File: src/sv/pps_pkg.sv
// shared types, codes and constants for the priority preempt state sequencer
// no dependencies; every other file takes names from here by scope or by import
package pps_pkg;

    // default values for the top level parameters
    localparam int NUM_STATES_DEF      = 8;
    localparam int NUM_TRANSITIONS_DEF = 8;
    localparam int PRIORITY_BITS_DEF   = 4;

    // fixed field and register widths
    localparam int STATE_W       = 3;
    localparam int MODE_W        = 4;
    localparam int PRED_W        = 8;
    localparam int PRIO_REG_W    = 32;
    localparam int PRESENT_W     = 8;
    localparam int TRANS_REG_W   = 36;
    localparam int COUNT_W       = 4;
    localparam int TABLE_ENTRIES = 8;
    localparam int ENTRY_BITS    = 9;
    localparam int CFG_ADDR_W    = 6;
    localparam int CFG_DATA_W    = 64;

    // mode code meaning no state chosen yet
    localparam logic [MODE_W-1:0] NO_MODE = 4'd8;

    // item function codes
    localparam logic FUNC_REQUEST = 1'b0;
    localparam logic FUNC_TICK    = 1'b1;

    // register index, taken from the 8-byte aligned address
    typedef enum logic [2:0] {
        REG_PRIORITIES = 3'd0,
        REG_PRESENT    = 3'd1,
        REG_TRANS_LOW  = 3'd2,
        REG_TRANS_HIGH = 3'd3,
        REG_COUNT      = 3'd4
    } pps_reg_t;

    // transition condition codes
    typedef enum logic [1:0] {
        COND_ALWAYS   = 2'd0,
        COND_FINISHED = 2'd1,
        COND_PRIORITY = 2'd2,
        COND_NEVER    = 2'd3
    } pps_cond_t;

    // one transition entry, laid out as in the table registers
    typedef struct packed {
        logic                 gated;
        pps_cond_t            cond;
        logic [STATE_W-1:0]   to;
        logic [STATE_W-1:0]   from;
    } pps_entry_t;

    // configuration as seen by the datapath
    typedef struct packed {
        logic [PRIO_REG_W-1:0]  priorities;
        logic [PRESENT_W-1:0]   present;
        logic [TRANS_REG_W-1:0] trans_low;
        logic [TRANS_REG_W-1:0] trans_high;
        logic [COUNT_W-1:0]     count;
    } pps_cfg_t;

    // operands handed to the shared evaluation unit
    typedef struct packed {
        logic [MODE_W-1:0] mode;
        logic              match_from;
        pps_entry_t        entry;
        logic              pred;
        logic              finished;
    } pps_eval_req_t;

    // verdict of the shared evaluation unit
    typedef struct packed {
        logic to_present;
        logic allows;
        logic go;
    } pps_eval_rsp_t;

endpackage

File: src/sv/pps_item_if.sv
// input channel carrying request and tick items
// depends on pps_pkg for field widths
interface pps_item_if;
    logic                         valid;
    logic                         ready;
    logic                         func;
    logic [pps_pkg::STATE_W-1:0]  target_state;
    logic                         force_request;
    logic                         anim_finished;
    logic [pps_pkg::PRED_W-1:0]   predicate_ok;

    modport source (
        output valid, func, target_state, force_request, anim_finished, predicate_ok,
        input  ready
    );
    modport sink (
        input  valid, func, target_state, force_request, anim_finished, predicate_ok,
        output ready
    );
endinterface

File: src/sv/pps_result_if.sv
// output channel carrying one result per item
// depends on pps_pkg for field widths
interface pps_result_if;
    logic                         valid;
    logic                         ready;
    logic [pps_pkg::MODE_W-1:0]   active_state;
    logic                         restart_animation;
    logic                         pending_valid;
    logic [pps_pkg::STATE_W-1:0]  queued_state;

    modport source (
        output valid, active_state, restart_animation, pending_valid, queued_state,
        input  ready
    );
    modport sink (
        input  valid, active_state, restart_animation, pending_valid, queued_state,
        output ready
    );
endinterface

File: src/sv/pps_cfg_regs.sv
// apb-style configuration registers: priorities, presence, transition table, count
// depends on pps_pkg for the register map and the configuration struct
module pps_cfg_regs (
    input  logic                           clk,
    input  logic                           rst_n,
    input  logic                           psel,
    input  logic                           penable,
    input  logic                           pwrite,
    input  logic [pps_pkg::CFG_ADDR_W-1:0] paddr,
    input  logic [pps_pkg::CFG_DATA_W-1:0] pwdata,
    output logic [pps_pkg::CFG_DATA_W-1:0] prdata,
    output logic                           pready,
    output pps_pkg::pps_cfg_t              cfg
);

    pps_pkg::pps_cfg_t cfg_reg;
    pps_pkg::pps_cfg_t cfg_next;
    pps_pkg::pps_reg_t reg_sel;
    logic              wr_en;

    assign pready  = 1'b1;
    assign reg_sel = pps_pkg::pps_reg_t'(paddr[pps_pkg::CFG_ADDR_W-1:3]);
    assign wr_en   = psel && penable && pwrite && pready;
    assign cfg     = cfg_reg;

    // write decode
    always_comb
    begin
        cfg_next = cfg_reg;
        if (wr_en)
        begin
            unique case (reg_sel)
                pps_pkg::REG_PRIORITIES:
                    cfg_next.priorities = pwdata[pps_pkg::PRIO_REG_W-1:0];
                pps_pkg::REG_PRESENT:
                    cfg_next.present = pwdata[pps_pkg::PRESENT_W-1:0];
                pps_pkg::REG_TRANS_LOW:
                    cfg_next.trans_low = pwdata[pps_pkg::TRANS_REG_W-1:0];
                pps_pkg::REG_TRANS_HIGH:
                    cfg_next.trans_high = pwdata[pps_pkg::TRANS_REG_W-1:0];
                pps_pkg::REG_COUNT:
                    cfg_next.count = pwdata[pps_pkg::COUNT_W-1:0];
                default:
                    cfg_next = cfg_reg;
            endcase
        end
    end

    // read back
    always_comb
    begin
        unique case (reg_sel)
            pps_pkg::REG_PRIORITIES:
                prdata = pps_pkg::CFG_DATA_W'(cfg_reg.priorities);
            pps_pkg::REG_PRESENT:
                prdata = pps_pkg::CFG_DATA_W'(cfg_reg.present);
            pps_pkg::REG_TRANS_LOW:
                prdata = pps_pkg::CFG_DATA_W'(cfg_reg.trans_low);
            pps_pkg::REG_TRANS_HIGH:
                prdata = pps_pkg::CFG_DATA_W'(cfg_reg.trans_high);
            pps_pkg::REG_COUNT:
                prdata = pps_pkg::CFG_DATA_W'(cfg_reg.count);
            default:
                prdata = '0;
        endcase
    end

    always_ff @(posedge clk or negedge rst_n)
    begin
        if (!rst_n)
        begin
            cfg_reg <= '0;
        end
        else
        begin
            cfg_reg <= cfg_next;
        end
    end

endmodule

File: src/sv/pps_eval_unit.sv
// shared evaluation unit: presence, priority lookup and compare, transition verdict
// depends on pps_pkg for the entry, configuration and operand structs
module pps_eval_unit #(
    parameter int NUM_STATES    = pps_pkg::NUM_STATES_DEF,
    parameter int PRIORITY_BITS = pps_pkg::PRIORITY_BITS_DEF
) (
    input  pps_pkg::pps_cfg_t      cfg,
    input  pps_pkg::pps_eval_req_t req,
    output pps_pkg::pps_eval_rsp_t rsp
);

    localparam int EXT_W = pps_pkg::PRIO_REG_W + PRIORITY_BITS;

    // state defined, within the table and the configured state count
    function automatic logic is_present(input logic [pps_pkg::MODE_W-1:0] s,
                                        input logic [pps_pkg::PRESENT_W-1:0] mask);
        logic in_range;
        in_range   = (int'(s) < pps_pkg::TABLE_ENTRIES) && (int'(s) < NUM_STATES);
        is_present = in_range && mask[s[pps_pkg::STATE_W-1:0]];
    endfunction

    // priority of a state; absent states and bits past the register read as zero
    function automatic logic [PRIORITY_BITS-1:0] prio_of(
        input logic [pps_pkg::MODE_W-1:0]     s,
        input logic [pps_pkg::PRESENT_W-1:0]  mask,
        input logic [pps_pkg::PRIO_REG_W-1:0] prio);
        logic [5:0]       sh;
        logic [EXT_W-1:0] ext;
        sh  = {3'b000, s[pps_pkg::STATE_W-1:0]} * 6'(PRIORITY_BITS);
        ext = {{PRIORITY_BITS{1'b0}}, prio};
        if (!is_present(s, mask) || sh >= 6'(pps_pkg::PRIO_REG_W))
        begin
            prio_of = '0;
        end
        else
        begin
            prio_of = ext[sh +: PRIORITY_BITS];
        end
    endfunction

    logic [pps_pkg::MODE_W-1:0] to_mode;
    logic [PRIORITY_BITS-1:0]   to_prio;
    logic [PRIORITY_BITS-1:0]   cur_prio;
    logic                       from_ok;
    logic                       gate_ok;
    logic                       cond_ok;

    assign to_mode  = {1'b0, req.entry.to};
    assign to_prio  = prio_of(to_mode, cfg.present, cfg.priorities);
    assign cur_prio = prio_of(req.mode, cfg.present, cfg.priorities);

    // priority compare against the current mode
    assign rsp.to_present = is_present(to_mode, cfg.present);
    assign rsp.allows     = rsp.to_present && (to_prio >= cur_prio);

    // transition verdict
    assign from_ok = !req.match_from || (req.mode == {1'b0, req.entry.from});
    assign gate_ok = !req.entry.gated || req.pred;

    always_comb
    begin
        case (req.entry.cond)
            pps_pkg::COND_ALWAYS:   cond_ok = 1'b1;
            pps_pkg::COND_FINISHED: cond_ok = req.finished;
            pps_pkg::COND_PRIORITY: cond_ok = rsp.allows;
            default:                cond_ok = 1'b0;
        endcase
    end

    assign rsp.go = from_ok && gate_ok && cond_ok;

endmodule

File: src/sv/pps_seq.sv
// sequencer: holds mode and queue, steps the transition scan one entry per cycle
// depends on pps_pkg, the item and result interfaces and the shared evaluation unit
module pps_seq #(
    parameter int NUM_TRANSITIONS = pps_pkg::NUM_TRANSITIONS_DEF
) (
    input  logic                   clk,
    input  logic                   rst_n,
    pps_item_if.sink               item,
    pps_result_if.source           result,
    input  pps_pkg::pps_cfg_t      cfg,
    output pps_pkg::pps_eval_req_t ev_req,
    input  pps_pkg::pps_eval_rsp_t ev_rsp
);

    localparam int SCAN_MAX = (NUM_TRANSITIONS < pps_pkg::TABLE_ENTRIES) ?
                              NUM_TRANSITIONS : pps_pkg::TABLE_ENTRIES;

    typedef enum logic [2:0] {
        ST_IDLE,
        ST_EVAL,
        ST_SCAN,
        ST_FINISH,
        ST_EMIT
    } state_t;

    state_t                         state_reg, state_next;
    logic [2:0]                     k_reg, k_next;
    logic [pps_pkg::COUNT_W-1:0]    limit_reg, limit_next;
    logic                           fin_reg, fin_next;
    logic [pps_pkg::PRED_W-1:0]     pred_reg, pred_next;
    logic [pps_pkg::STATE_W-1:0]    target_reg, target_next;
    logic                           force_reg, force_next;
    logic [pps_pkg::MODE_W-1:0]     mode_reg, mode_next;
    logic                           pend_reg, pend_next;
    logic [pps_pkg::STATE_W-1:0]    ptgt_reg, ptgt_next;
    logic                           restart_reg, restart_next;
    logic                           out_valid_reg, out_valid_next;
    logic [pps_pkg::MODE_W-1:0]     out_mode_reg, out_mode_next;
    logic                           out_restart_reg, out_restart_next;
    logic                           out_pend_reg, out_pend_next;
    logic [pps_pkg::STATE_W-1:0]    out_queued_reg, out_queued_next;

    pps_pkg::pps_entry_t            entries [pps_pkg::TABLE_ENTRIES];
    logic [2*pps_pkg::TRANS_REG_W-1:0] tbl;
    logic [pps_pkg::COUNT_W-1:0]    limit_cfg;
    logic                           accept;
    logic                           last_entry;
    logic                           out_free;

    // transition table as entries
    assign tbl = {cfg.trans_high, cfg.trans_low};
    always_comb
    begin
        for (int i = 0; i < pps_pkg::TABLE_ENTRIES; i++)
        begin
            entries[i] = pps_pkg::pps_entry_t'(tbl[i*pps_pkg::ENTRY_BITS +: pps_pkg::ENTRY_BITS]);
        end
    end

    // scan length clamped to the table and the parameter
    assign limit_cfg = (int'(cfg.count) > SCAN_MAX) ?
                       pps_pkg::COUNT_W'(SCAN_MAX) : cfg.count;

    assign item.ready = (state_reg == ST_IDLE);
    assign accept     = item.valid && item.ready;
    assign last_entry = (({1'b0, k_reg} + 4'd1) == limit_reg);
    assign out_free   = !out_valid_reg || result.ready;

    // operands for the shared unit: priority check for a request, entry k for a scan
    always_comb
    begin
        ev_req.mode = mode_reg;
        if (state_reg == ST_SCAN)
        begin
            ev_req.match_from = 1'b1;
            ev_req.entry      = entries[k_reg];
            ev_req.pred       = pred_reg[k_reg];
            ev_req.finished   = fin_reg;
        end
        else
        begin
            ev_req.match_from = 1'b0;
            ev_req.entry      = '{gated: 1'b0, cond: pps_pkg::COND_PRIORITY,
                                  to: target_reg, from: '0};
            ev_req.pred       = 1'b0;
            ev_req.finished   = 1'b0;
        end
    end

    // sequencer next state
    always_comb
    begin
        state_next       = state_reg;
        k_next           = k_reg;
        limit_next       = limit_reg;
        fin_next         = fin_reg;
        pred_next        = pred_reg;
        target_next      = target_reg;
        force_next       = force_reg;
        mode_next        = mode_reg;
        pend_next        = pend_reg;
        ptgt_next        = ptgt_reg;
        restart_next     = restart_reg;
        out_valid_next   = out_valid_reg && !result.ready;
        out_mode_next    = out_mode_reg;
        out_restart_next = out_restart_reg;
        out_pend_next    = out_pend_reg;
        out_queued_next  = out_queued_reg;

        unique case (state_reg)
            ST_IDLE:
            begin
                if (accept)
                begin
                    target_next  = item.target_state;
                    force_next   = item.force_request;
                    fin_next     = item.anim_finished;
                    pred_next    = item.predicate_ok;
                    restart_next = 1'b0;
                    k_next       = '0;
                    limit_next   = limit_cfg;
                    if (item.func == pps_pkg::FUNC_REQUEST)
                    begin
                        state_next = ST_EVAL;
                    end
                    else if (limit_cfg == '0)
                    begin
                        state_next = ST_FINISH;
                    end
                    else
                    begin
                        state_next = ST_SCAN;
                    end
                end
            end

            ST_EVAL:
            begin
                // absent targets and unforced same-state requests are dropped
                if (ev_rsp.to_present && !(mode_reg == {1'b0, target_reg} && !force_reg))
                begin
                    if (force_reg)
                    begin
                        mode_next    = {1'b0, target_reg};
                        restart_next = 1'b1;
                        pend_next    = 1'b0;
                        ptgt_next    = '0;
                    end
                    else if (!ev_rsp.allows)
                    begin
                        pend_next = 1'b1;
                        ptgt_next = target_reg;
                    end
                    else
                    begin
                        mode_next    = {1'b0, target_reg};
                        restart_next = 1'b1;
                    end
                end
                state_next = ST_EMIT;
            end

            ST_SCAN:
            begin
                // first matching entry wins and ends the scan
                if (ev_rsp.go)
                begin
                    mode_next    = {1'b0, ev_req.entry.to};
                    restart_next = 1'b1;
                    state_next   = ST_EMIT;
                end
                else if (last_entry)
                begin
                    state_next = ST_FINISH;
                end
                else
                begin
                    k_next = k_reg + 3'd1;
                end
            end

            ST_FINISH:
            begin
                // queued request fires once the animation is done
                if (pend_reg && fin_reg)
                begin
                    mode_next    = {1'b0, ptgt_reg};
                    restart_next = 1'b1;
                    pend_next    = 1'b0;
                    ptgt_next    = '0;
                end
                state_next = ST_EMIT;
            end

            ST_EMIT:
            begin
                if (out_free)
                begin
                    out_valid_next   = 1'b1;
                    out_mode_next    = mode_reg;
                    out_restart_next = restart_reg;
                    out_pend_next    = pend_reg;
                    out_queued_next  = pend_reg ? ptgt_reg : '0;
                    state_next       = ST_IDLE;
                end
            end

            default:
                state_next = ST_IDLE;
        endcase
    end

    // state and registered outputs
    always_ff @(posedge clk or negedge rst_n)
    begin
        if (!rst_n)
        begin
            state_reg       <= ST_IDLE;
            k_reg           <= '0;
            limit_reg       <= '0;
            fin_reg         <= 1'b0;
            pred_reg        <= '0;
            target_reg      <= '0;
            force_reg       <= 1'b0;
            mode_reg        <= pps_pkg::NO_MODE;
            pend_reg        <= 1'b0;
            ptgt_reg        <= '0;
            restart_reg     <= 1'b0;
            out_valid_reg   <= 1'b0;
            out_mode_reg    <= pps_pkg::NO_MODE;
            out_restart_reg <= 1'b0;
            out_pend_reg    <= 1'b0;
            out_queued_reg  <= '0;
        end
        else
        begin
            state_reg       <= state_next;
            k_reg           <= k_next;
            limit_reg       <= limit_next;
            fin_reg         <= fin_next;
            pred_reg        <= pred_next;
            target_reg      <= target_next;
            force_reg       <= force_next;
            mode_reg        <= mode_next;
            pend_reg        <= pend_next;
            ptgt_reg        <= ptgt_next;
            restart_reg     <= restart_next;
            out_valid_reg   <= out_valid_next;
            out_mode_reg    <= out_mode_next;
            out_restart_reg <= out_restart_next;
            out_pend_reg    <= out_pend_next;
            out_queued_reg  <= out_queued_next;
        end
    end

    assign result.valid             = out_valid_reg;
    assign result.active_state      = out_mode_reg;
    assign result.restart_animation = out_restart_reg;
    assign result.pending_valid     = out_pend_reg;
    assign result.queued_state      = out_queued_reg;

    // checks on the sequencer
    a_queue_clear: assert property (@(posedge clk) disable iff (!rst_n)
        !pend_reg |-> (ptgt_reg == '0))
        else $error("queued target not cleared with the queue");

    a_mode_range: assert property (@(posedge clk) disable iff (!rst_n)
        mode_reg <= pps_pkg::NO_MODE)
        else $error("mode holds an undefined code");

    a_scan_bound: assert property (@(posedge clk) disable iff (!rst_n)
        (state_reg == ST_SCAN) |-> ({1'b0, k_reg} < limit_reg))
        else $error("scan index past the configured count");

    a_request_eval: assert property (@(posedge clk) disable iff (!rst_n)
        (accept && item.func == pps_pkg::FUNC_REQUEST) |=> (state_reg == ST_EVAL))
        else $error("accepted request not evaluated next cycle");

    a_emit_loads: assert property (@(posedge clk) disable iff (!rst_n)
        (state_reg == ST_EMIT && out_free) |=> (out_valid_reg && state_reg == ST_IDLE))
        else $error("result not loaded on emit");

endmodule

File: src/sv/priority_preempt_state_sequencer.sv
// top level of the priority preempt state sequencer
// depends on pps_pkg, pps_item_if, pps_result_if, pps_cfg_regs, pps_eval_unit, pps_seq
//
//  channel   direction  handshake          payload
//  item      in         valid/ready        func, target_state, force_request,
//                                          anim_finished, predicate_ok
//  result    out        valid/ready        active_state, restart_animation,
//                                          pending_valid, queued_state
//  config    in         psel/penable, apb  paddr, pwdata, prdata (64-bit, 8-byte stride)
//
// a request passes through accept, priority check and load of the output register, in
// that order; the load waits while the output register holds a result not yet taken
// a frame tick scans up to n table entries, n the clamped transition count (at most 8),
// stepping one table entry per cycle through the shared evaluation unit; a transition
// that fires ends the scan early
// reset is asynchronous: mode reads none (8), queue empty, all other registers zero
// a waiting result holds in the output register; no new item is taken until the
// sequencer has loaded its result into the output register
module priority_preempt_state_sequencer #(
    parameter int NUM_STATES      = pps_pkg::NUM_STATES_DEF,
    parameter int NUM_TRANSITIONS = pps_pkg::NUM_TRANSITIONS_DEF,
    parameter int PRIORITY_BITS   = pps_pkg::PRIORITY_BITS_DEF
) (
    input  logic                           clk,
    input  logic                           rst_n,
    pps_item_if.sink                       item,
    pps_result_if.source                   result,
    input  logic                           psel,
    input  logic                           penable,
    input  logic                           pwrite,
    input  logic [pps_pkg::CFG_ADDR_W-1:0] paddr,
    input  logic [pps_pkg::CFG_DATA_W-1:0] pwdata,
    output logic [pps_pkg::CFG_DATA_W-1:0] prdata,
    output logic                           pready
);

    pps_pkg::pps_cfg_t      cfg;
    pps_pkg::pps_eval_req_t ev_req;
    pps_pkg::pps_eval_rsp_t ev_rsp;

    // configuration registers
    pps_cfg_regs u_cfg (
        .clk     (clk),
        .rst_n   (rst_n),
        .psel    (psel),
        .penable (penable),
        .pwrite  (pwrite),
        .paddr   (paddr),
        .pwdata  (pwdata),
        .prdata  (prdata),
        .pready  (pready),
        .cfg     (cfg)
    );

    // shared evaluation unit
    pps_eval_unit #(
        .NUM_STATES    (NUM_STATES),
        .PRIORITY_BITS (PRIORITY_BITS)
    ) u_eval (
        .cfg (cfg),
        .req (ev_req),
        .rsp (ev_rsp)
    );

    // sequencer
    pps_seq #(
        .NUM_TRANSITIONS (NUM_TRANSITIONS)
    ) u_seq (
        .clk    (clk),
        .rst_n  (rst_n),
        .item   (item),
        .result (result),
        .cfg    (cfg),
        .ev_req (ev_req),
        .ev_rsp (ev_rsp)
    );

endmodule

File: src/flat_wrapper.sv
// flat-port wrapper written by rule: the top's interface ports become plain ports
module priority_preempt_state_sequencer_flat 
#(
    parameter int NUM_STATES      = pps_pkg::NUM_STATES_DEF,
    parameter int NUM_TRANSITIONS = pps_pkg::NUM_TRANSITIONS_DEF,
    parameter int PRIORITY_BITS   = pps_pkg::PRIORITY_BITS_DEF
)
  (clk, rst_n, psel, penable, pwrite, paddr, pwdata, prdata, pready, item_valid, item_func, item_target_state, item_force_request, item_anim_finished, item_predicate_ok, item_ready, result_valid, result_active_state, result_restart_animation, result_pending_valid, result_queued_state, result_ready);
  pps_item_if item_i ();
  pps_result_if result_i ();
  input  logic clk;
  input  logic rst_n;
  input  logic psel;
  input  logic penable;
  input  logic pwrite;
  input  logic [pps_pkg::CFG_ADDR_W-1:0] paddr;
  input  logic [pps_pkg::CFG_DATA_W-1:0] pwdata;
  output logic [pps_pkg::CFG_DATA_W-1:0] prdata;
  output logic pready;
  input wire logic [$bits(item_i.valid)-1:0] item_valid;
  input wire logic [$bits(item_i.func)-1:0] item_func;
  input wire logic [$bits(item_i.target_state)-1:0] item_target_state;
  input wire logic [$bits(item_i.force_request)-1:0] item_force_request;
  input wire logic [$bits(item_i.anim_finished)-1:0] item_anim_finished;
  input wire logic [$bits(item_i.predicate_ok)-1:0] item_predicate_ok;
  output wire logic [$bits(item_i.ready)-1:0] item_ready;
  output wire logic [$bits(result_i.valid)-1:0] result_valid;
  output wire logic [$bits(result_i.active_state)-1:0] result_active_state;
  output wire logic [$bits(result_i.restart_animation)-1:0] result_restart_animation;
  output wire logic [$bits(result_i.pending_valid)-1:0] result_pending_valid;
  output wire logic [$bits(result_i.queued_state)-1:0] result_queued_state;
  input wire logic [$bits(result_i.ready)-1:0] result_ready;
  assign item_i.valid = item_valid;
  assign item_i.func = item_func;
  assign item_i.target_state = item_target_state;
  assign item_i.force_request = item_force_request;
  assign item_i.anim_finished = item_anim_finished;
  assign item_i.predicate_ok = item_predicate_ok;
  assign item_ready = item_i.ready;
  assign result_valid = result_i.valid;
  assign result_active_state = result_i.active_state;
  assign result_restart_animation = result_i.restart_animation;
  assign result_pending_valid = result_i.pending_valid;
  assign result_queued_state = result_i.queued_state;
  assign result_i.ready = result_ready;
  priority_preempt_state_sequencer #(.NUM_STATES(NUM_STATES), .NUM_TRANSITIONS(NUM_TRANSITIONS), .PRIORITY_BITS(PRIORITY_BITS)) u_core (.clk(clk), .rst_n(rst_n), .item(item_i), .result(result_i), .psel(psel), .penable(penable), .pwrite(pwrite), .paddr(paddr), .pwdata(pwdata), .prdata(prdata), .pready(pready));
endmodule
File: config.mk
export PLATFORM = sky130hd
export DESIGN_NAME = priority_preempt_state_sequencer_flat
export DESIGN_NICKNAME = d
export VERILOG_FILES = /design/src/sv/pps_pkg.sv /design/src/sv/pps_item_if.sv /design/src/sv/pps_result_if.sv /design/src/sv/pps_cfg_regs.sv /design/src/sv/pps_eval_unit.sv /design/src/sv/pps_seq.sv /design/src/sv/priority_preempt_state_sequencer.sv /design/src/flat_wrapper.sv
export SDC_FILE = /design/constraint.sdc
export NUM_CORES = 1
export LEC_CHECK = 0
export BUFFER_PORTS_ARGS = -buffer_cell sky130_fd_sc_hd__buf_2
export CORE_UTILIZATION = 57
export DETAILED_ROUTE_END_ITERATION = 7
export HOLD_SLACK_MARGIN = 0.1
export PLACE_DENSITY_LB_ADDON = 0.08
export SYNTH_ARGS = -nofsm -noshare
export SYNTH_HDL_FRONTEND = slang
export SYNTH_HIERARCHICAL = 1
export SYNTH_SLANG_ARGS = --single-unit
File: constraint.sdc
create_clock -name clk -period 4.43 [get_ports clk]
set_input_delay 0.6645 -clock clk [delete_from_list [all_inputs] [get_ports clk]]
set_output_delay 0.6645 -clock clk [all_outputs]
set_load 0.01 [all_outputs]
## Word level (Yosys, flattened, before mapping)

Index checks and enable logic that the tools add are counted.

- Logic and storage cells: 157
- Output and inout bits: 76
- Register bits after elaboration: 158

- Shift operators: 2
- Multiplexer cells: 52
- Magnitude comparators: 10
- Reduce and logical (&&, ||, !) cells: 46
- $add $sub $neg: 2
- Eq/ne operators: 23
- Bitwise operators: 1

Operators by type and width:

| cell | count |
|---|---|
| case mux 36 bit (5 select lines) | 1 |
| indexed part select 36 x 6 -> 4 bit | 2 |
| 2-to-1 mux 3 bit | 12 |
| 2-to-1 mux 4 bit | 8 |
| binary-select mux 9 bit (select 3 bit) | 1 |
| 2-to-1 mux 9 bit | 2 |
| < comparator 3 x 4 -> 1 bit, second input constant | 4 |
| 2-to-1 mux 1 bit | 16 |
| AND reduction 2 bit | 7 |
| equality test 3 x 2 -> 1 bit, second input constant | 4 |
| >= comparator 5 x 6 -> 1 bit, second input constant | 2 |
| logical AND 1 bit | 12 |
| 2-to-1 mux 12 bit | 1 |
| case mux 3 bit (2 select lines) | 2 |
| case mux 3 bit (4 select lines) | 1 |
| case mux 4 bit (3 select lines) | 1 |
| inequality test 2 bit, second input constant | 5 |
| binary-select mux 1 bit (select 3 bit) | 3 |
| equality test 4 x 3 -> 1 bit | 2 |
| logical NOT 1 bit | 8 |
| AND reduction 4 bit | 2 |
| equality test 3 x 1 -> 1 bit, second input constant | 2 |
| equality test 3 bit, second input constant | 2 |
| logical NOT 3 bit | 2 |
| 27 further kinds | 34 |

## Logic depth before layout (Yosys ltp)

- Depth after elaboration: 17
- Mapped depth: 21
- Depth with buffers taken out: 18

## Hierarchy

The synthesis kept the hierarchy.

Modules (own cells, without submodules):

| module | seq. area each (um2) | area each (um2) | times used | cells each |
|---|---|---|---|---|
| pps_cfg_regs | 2902.8 | 5626.6 | 1 | 431 |
| pps_seq | 1053.5 | 2678.8 | 1 | 243 |
| pps_eval_unit | 0.0 | 824.5 | 1 | 66 |

## Least setup slack after synthesis

No wires, ideal clock.

- Path kind: register to register
- Start: reg u_core.u_seq.state_reg[1]
- End: reg u_core/u_seq/mode_reg[0] in the netlist's numbering
- Arrival: 3.777 ns
- Stages on the path, launching flop included: 20
- Path slack: 0.525 ns
- Path buffers: 4
- Library setup time: 0.128 ns
- Required time: 4.302 ns
- Cells stage by stage: dfrtp_1 -> buf_2 -> nand2b_4 -> buf_6 -> nand2b_1 -> clkbuf_1 -> nand2_1 -> nand2_1 -> buf_6 -> mux4_2 -> mux2i_4 -> nor2_1 -> ha_1 -> o21ai_0 -> a21oi_1 -> o21ai_2 -> a21oi_2 -> o21ai_0 -> a211o_2 -> mux2_1

RTL lines:

| item | line | text |
|---|---|---|
| from (decl) | pps_seq.sv:26 | `state_t state_reg, state_next;` |
| from (signal assigned) | pps_seq.sv:237 | `state_reg <= state_next;` |
| to (signal assigned) | pps_seq.sv:225 | `mode_reg <= pps_pkg::NO_MODE;` |
| to (signal assigned) | pps_seq.sv:244 | `mode_reg <= mode_next;` |
| to (decl) | pps_seq.sv:33 | `logic [pps_pkg::MODE_W-1:0] mode_reg, mode_next;` |

==> summary.md <==
### Placement
* placer's final routability congestion estimate: 0.884
* pre-CTS WS: 0.111 ns
* instance count after placement with tap cells included: 1,028
* placed wire-length estimate after detailed placement: 16,000 um
* number of buffer cells added on primary ports: 106

### Clock tree
* CTS Root Cell: sky130_fd_sc_hd__clkbuf_16
* number of H-tree levels: 4
* CTS tree: done
* number of buffers inserted by post-CTS setup repair: 0
* number of hold buffers added after cts: 0
* clock buffers created by TritonCTS: 17
* number of clock sinks: 158
* Clock Path Buffers: 2
* Reg clk slew, reported paths: 0.06 ns
* clk_lat worst skew: 0.42 ns
* number of instances resized during post-cts repair: 0

### Layout
* most used cells in the layout excluding fill and tap cells: sky130_fd_sc_hd__dfrtp_1, sky130_fd_sc_hd__mux2_2, sky130_fd_sc_hd__buf_2, sky130_fd_sc_hd__nand2_1, sky130_fd_sc_hd__mux2i_1
* Final Non-Filler Cells: 1,059
* share of layout cells above drive strength 1: 42.6%
* Antenna Diode Count: 0
* flip-flop count of the largest register, all copies and words added: 116
* Area growth syn-to-layout: 12.9%
* most common library cell in the layout ignoring fill and taps: sky130_fd_sc_hd__dfrtp_1
* number of nets in the layout: 932

### STA
* Fin Setup TNS: 0 ns
* final-layout worst hold slack: 0.344 ns
* time the final worst path needs with I/O delays and setup: 4.14 ns
* final number of hold-violating endpoints: 0
* Final Skew: 0.00775 ns
* Tcrit/Tclk final: 93.5%
* unrepaired setup endpoints after global routing: false
* headroom to the max-slew limit: 35.7%
* Least-Margin Pin Slew: 0.962 ns
* worst-case setup margin in the final layout: 0.289 ns
* max frequency: 242 MHz
* count of pins over their slew limit: 0
* number of endpoints failing setup at the final stage: 0

### Setup path
* worst setup path class: reg -> reg
* nature of the critical path startpoint: register
* Crit. End Element: register
* setup slack of the most critical reg-to-reg path: 0.29 ns
* most used cell along the critical path: sky130_fd_sc_hd__o21ai_0
* arrival time reported for the critical path endpoint: 4.44 ns
* slowest cell on the critical path: sky130_fd_sc_hd__dfrtp_2
* largest fanout of any net on the critical path: 13
* Worst path max stage delay: 0.59 ns
* Req. time, crit path: 4.73 ns
* critical path cell sequence: mux2i_1, a32oi_1, nand3_1, nand2_1, mux4_2, mux2i_4, nor2_1, ha_1, o21ai_0, a21oi_1, o21ai_2, a21oi_2, o21ai_0, a211o_2, mux2_1

### Synth
* count of mapped cells out of synthesis: 740
* Top FF cell, synth: sky130_fd_sc_hd__dfrtp_1
* synthesized area divided by synthesized cell count: 12.3 sq um
* number of synthesized flops with an enable pin: 0
* register area share after synthesis: 43.3%
* synthesis warning total: 6
* number of distinct library cell variants in the gate-level netlist after synthesis: 61
* number of flip-flops and latches in the synthesized netlist: 158
* cell area after synthesis: 9130 sq um
* Synth async-reset ratio: 100%

### Floorplanning
* core region area: 15,400 sq um
* Horiz. Die Dim: 129 um
* floorplan die area: 16,500 sq um
* DIE HEIGHT: 129 um
* std cell rows: 45
* effective utilization at floorplan: 59.2%
* io pins: 167

### Power
* pwr/cell area: 571 nW/um^2
* total power draw: 5.88 mW
* Worst VDD drop: 0.318 mV
* leakage power of the design: 4.76 nW

### Run status
* outcome: finished, final reports clean

### Routing
* number of nets with antenna violations after detailed routing: 0
* violation count after the first detailed-routing iteration: 456
* via density per instance: 5.98
* total number of vias: 6,331
* routed length per instance: 21.8 um
* First-pass DRT Iterations: 5
* Residual DRC: 0
* Total Routed Length: 23,100 um

### GRT
* overall overflow remaining after global route: 0
* maximum number of pins on one net before global-route repair: 101
* overall routing resource usage: 29.6%
* via count of the first global-routing pass: 6,475
* number of antenna violations at the first check in global routing: 0
* first-pass GRT wire length: 36,200 um

### Flow run
* number of max-cap violations: 0

### Hold path
* HP Class: in -> async

[kinds of logic after synthesis]
| logic type | after synthesis | share of synthesized area (%) |
|---|---|---|
| fa+ha+maj | 5 | 0.685 |
| other cells | 2 | 0.0823 |
| mux | 248 | 35.1 |
| buf+inv | 87 | 5.91 |
| flops | 158 | 43.3 |
| xor+xnor | 9 | 0.863 |
| compound gates | 70 | 4.89 |
| simple gates | 161 | 9.14 |
[through the flow]
step,cell area (sq um),utilization (%)
finish,10300,66.8
global route,10300,66.8
CTS,10300,66.8
detailed placement,9690,62.8
global placement,9690,62.8
floorplan,9230,-
[worst max-delay path, delay by kind of cell, from the launching register on]
| family | cells | cell delay, ns |
|---|---|---|
| AOI/OAI and AO/OA | 7 | 1.28 |
| and+or+nand+nor | 3 | 0.51 |
| muxes | 4 | 1.35 |
| adders and majority gates | 1 | 0.28 |
| DFF | 1 | 0.59 |
[routing by layer]
layer | part of all wire (%) | track usage, % | vias to the layer above
met1 | 43 | 40.1 | 3238
met4 | 3.3 | 12.3 | 0
met5 | 0 | 0 | -
met2 | 48 | 46.7 | 234
met3 | 5.8 | 6.36 | 46
li1 | - | - | 2813
[report_power, final]
group / switching, mW / internal, mW / leakage (nW)
Clock: 0.580 / 0.956 / 0.294
Sequential: 0.461 / 1.81 / 2.00
Combinational: 0.959 / 1.12 / 2.47
Total: 2.00 / 3.88 / 4.76
[synth_stat cells, types with 3 or more instances]
cell / count / area, sq um
sky130_fd_sc_hd__nor2b_1: 8 / 50.1
sky130_fd_sc_hd__nand2b_1: 9 / 56.3
sky130_fd_sc_hd__mux2_4: 5 / 75.1
sky130_fd_sc_hd__mux2_2: 133 / 1500
sky130_fd_sc_hd__or2_2: 21 / 131
sky130_fd_sc_hd__ha_1: 5 / 62.6
sky130_fd_sc_hd__nand3_1: 6 / 30.0
sky130_fd_sc_hd__xnor2_1: 4 / 35.0
sky130_fd_sc_hd__mux2i_1: 61 / 611
sky130_fd_sc_hd__nor2_1: 26 / 97.6
sky130_fd_sc_hd__a22oi_1: 3 / 22.5
sky130_fd_sc_hd__clkbuf_1: 14 / 52.6
sky130_fd_sc_hd__a221o_1: 3 / 30.0
sky130_fd_sc_hd__nand4_1: 6 / 37.5
sky130_fd_sc_hd__o21ai_1: 7 / 35.0
sky130_fd_sc_hd__inv_1: 8 / 30.0
sky130_fd_sc_hd__mux4_2: 30 / 676
sky130_fd_sc_hd__mux4_1: 8 / 210
sky130_fd_sc_hd__dfrtp_1: 156 / 3900
sky130_fd_sc_hd__buf_4: 36 / 270
sky130_fd_sc_hd__nor3_1: 3 / 15.0
sky130_fd_sc_hd__buf_2: 20 / 100
sky130_fd_sc_hd__o21ai_0: 6 / 30.0
sky130_fd_sc_hd__buf_6: 7 / 78.8
sky130_fd_sc_hd__nand2_1: 62 / 233
sky130_fd_sc_hd__or2_1: 5 / 31.3
sky130_fd_sc_hd__a21oi_1: 29 / 145
sky130_fd_sc_hd__and2_1: 3 / 18.8
sky130_fd_sc_hd__xor2_1: 5 / 43.8
sky130_fd_sc_hd__mux2_1: 10 / 113
[final timing paths]
kind | from | end | depth (start not counted)
worst max-delay path | u_core/u_seq/k_reg[0] | u_core/u_seq/mode_reg[1] | 15
worst min-delay path | rst_n | u_core/u_cfg/cfg[40] | 1
worst max register to register | u_core/u_seq/k_reg[0] | u_core/u_seq/mode_reg[1] | 15
worst min register to register | u_core/u_seq/restart_reg | u_core/u_seq/restart_reg | 2
max in group asynchronous | rst_n | u_core/u_seq/k_reg[1] | 2
min in group clk | item_target_state[2] | u_core/u_seq/target_reg[2] | 2
[area by class of cell]
cell class	instances	area (sq um)
clock buffer	21	450
clock inverter	10	163
fill	1219	5120
inverter	10	37.5
multi-input combinational	522	4740
sequential	158	3960
tap	211	264
timing repair buffer	127	694
(Power assumes the default switching activity.)
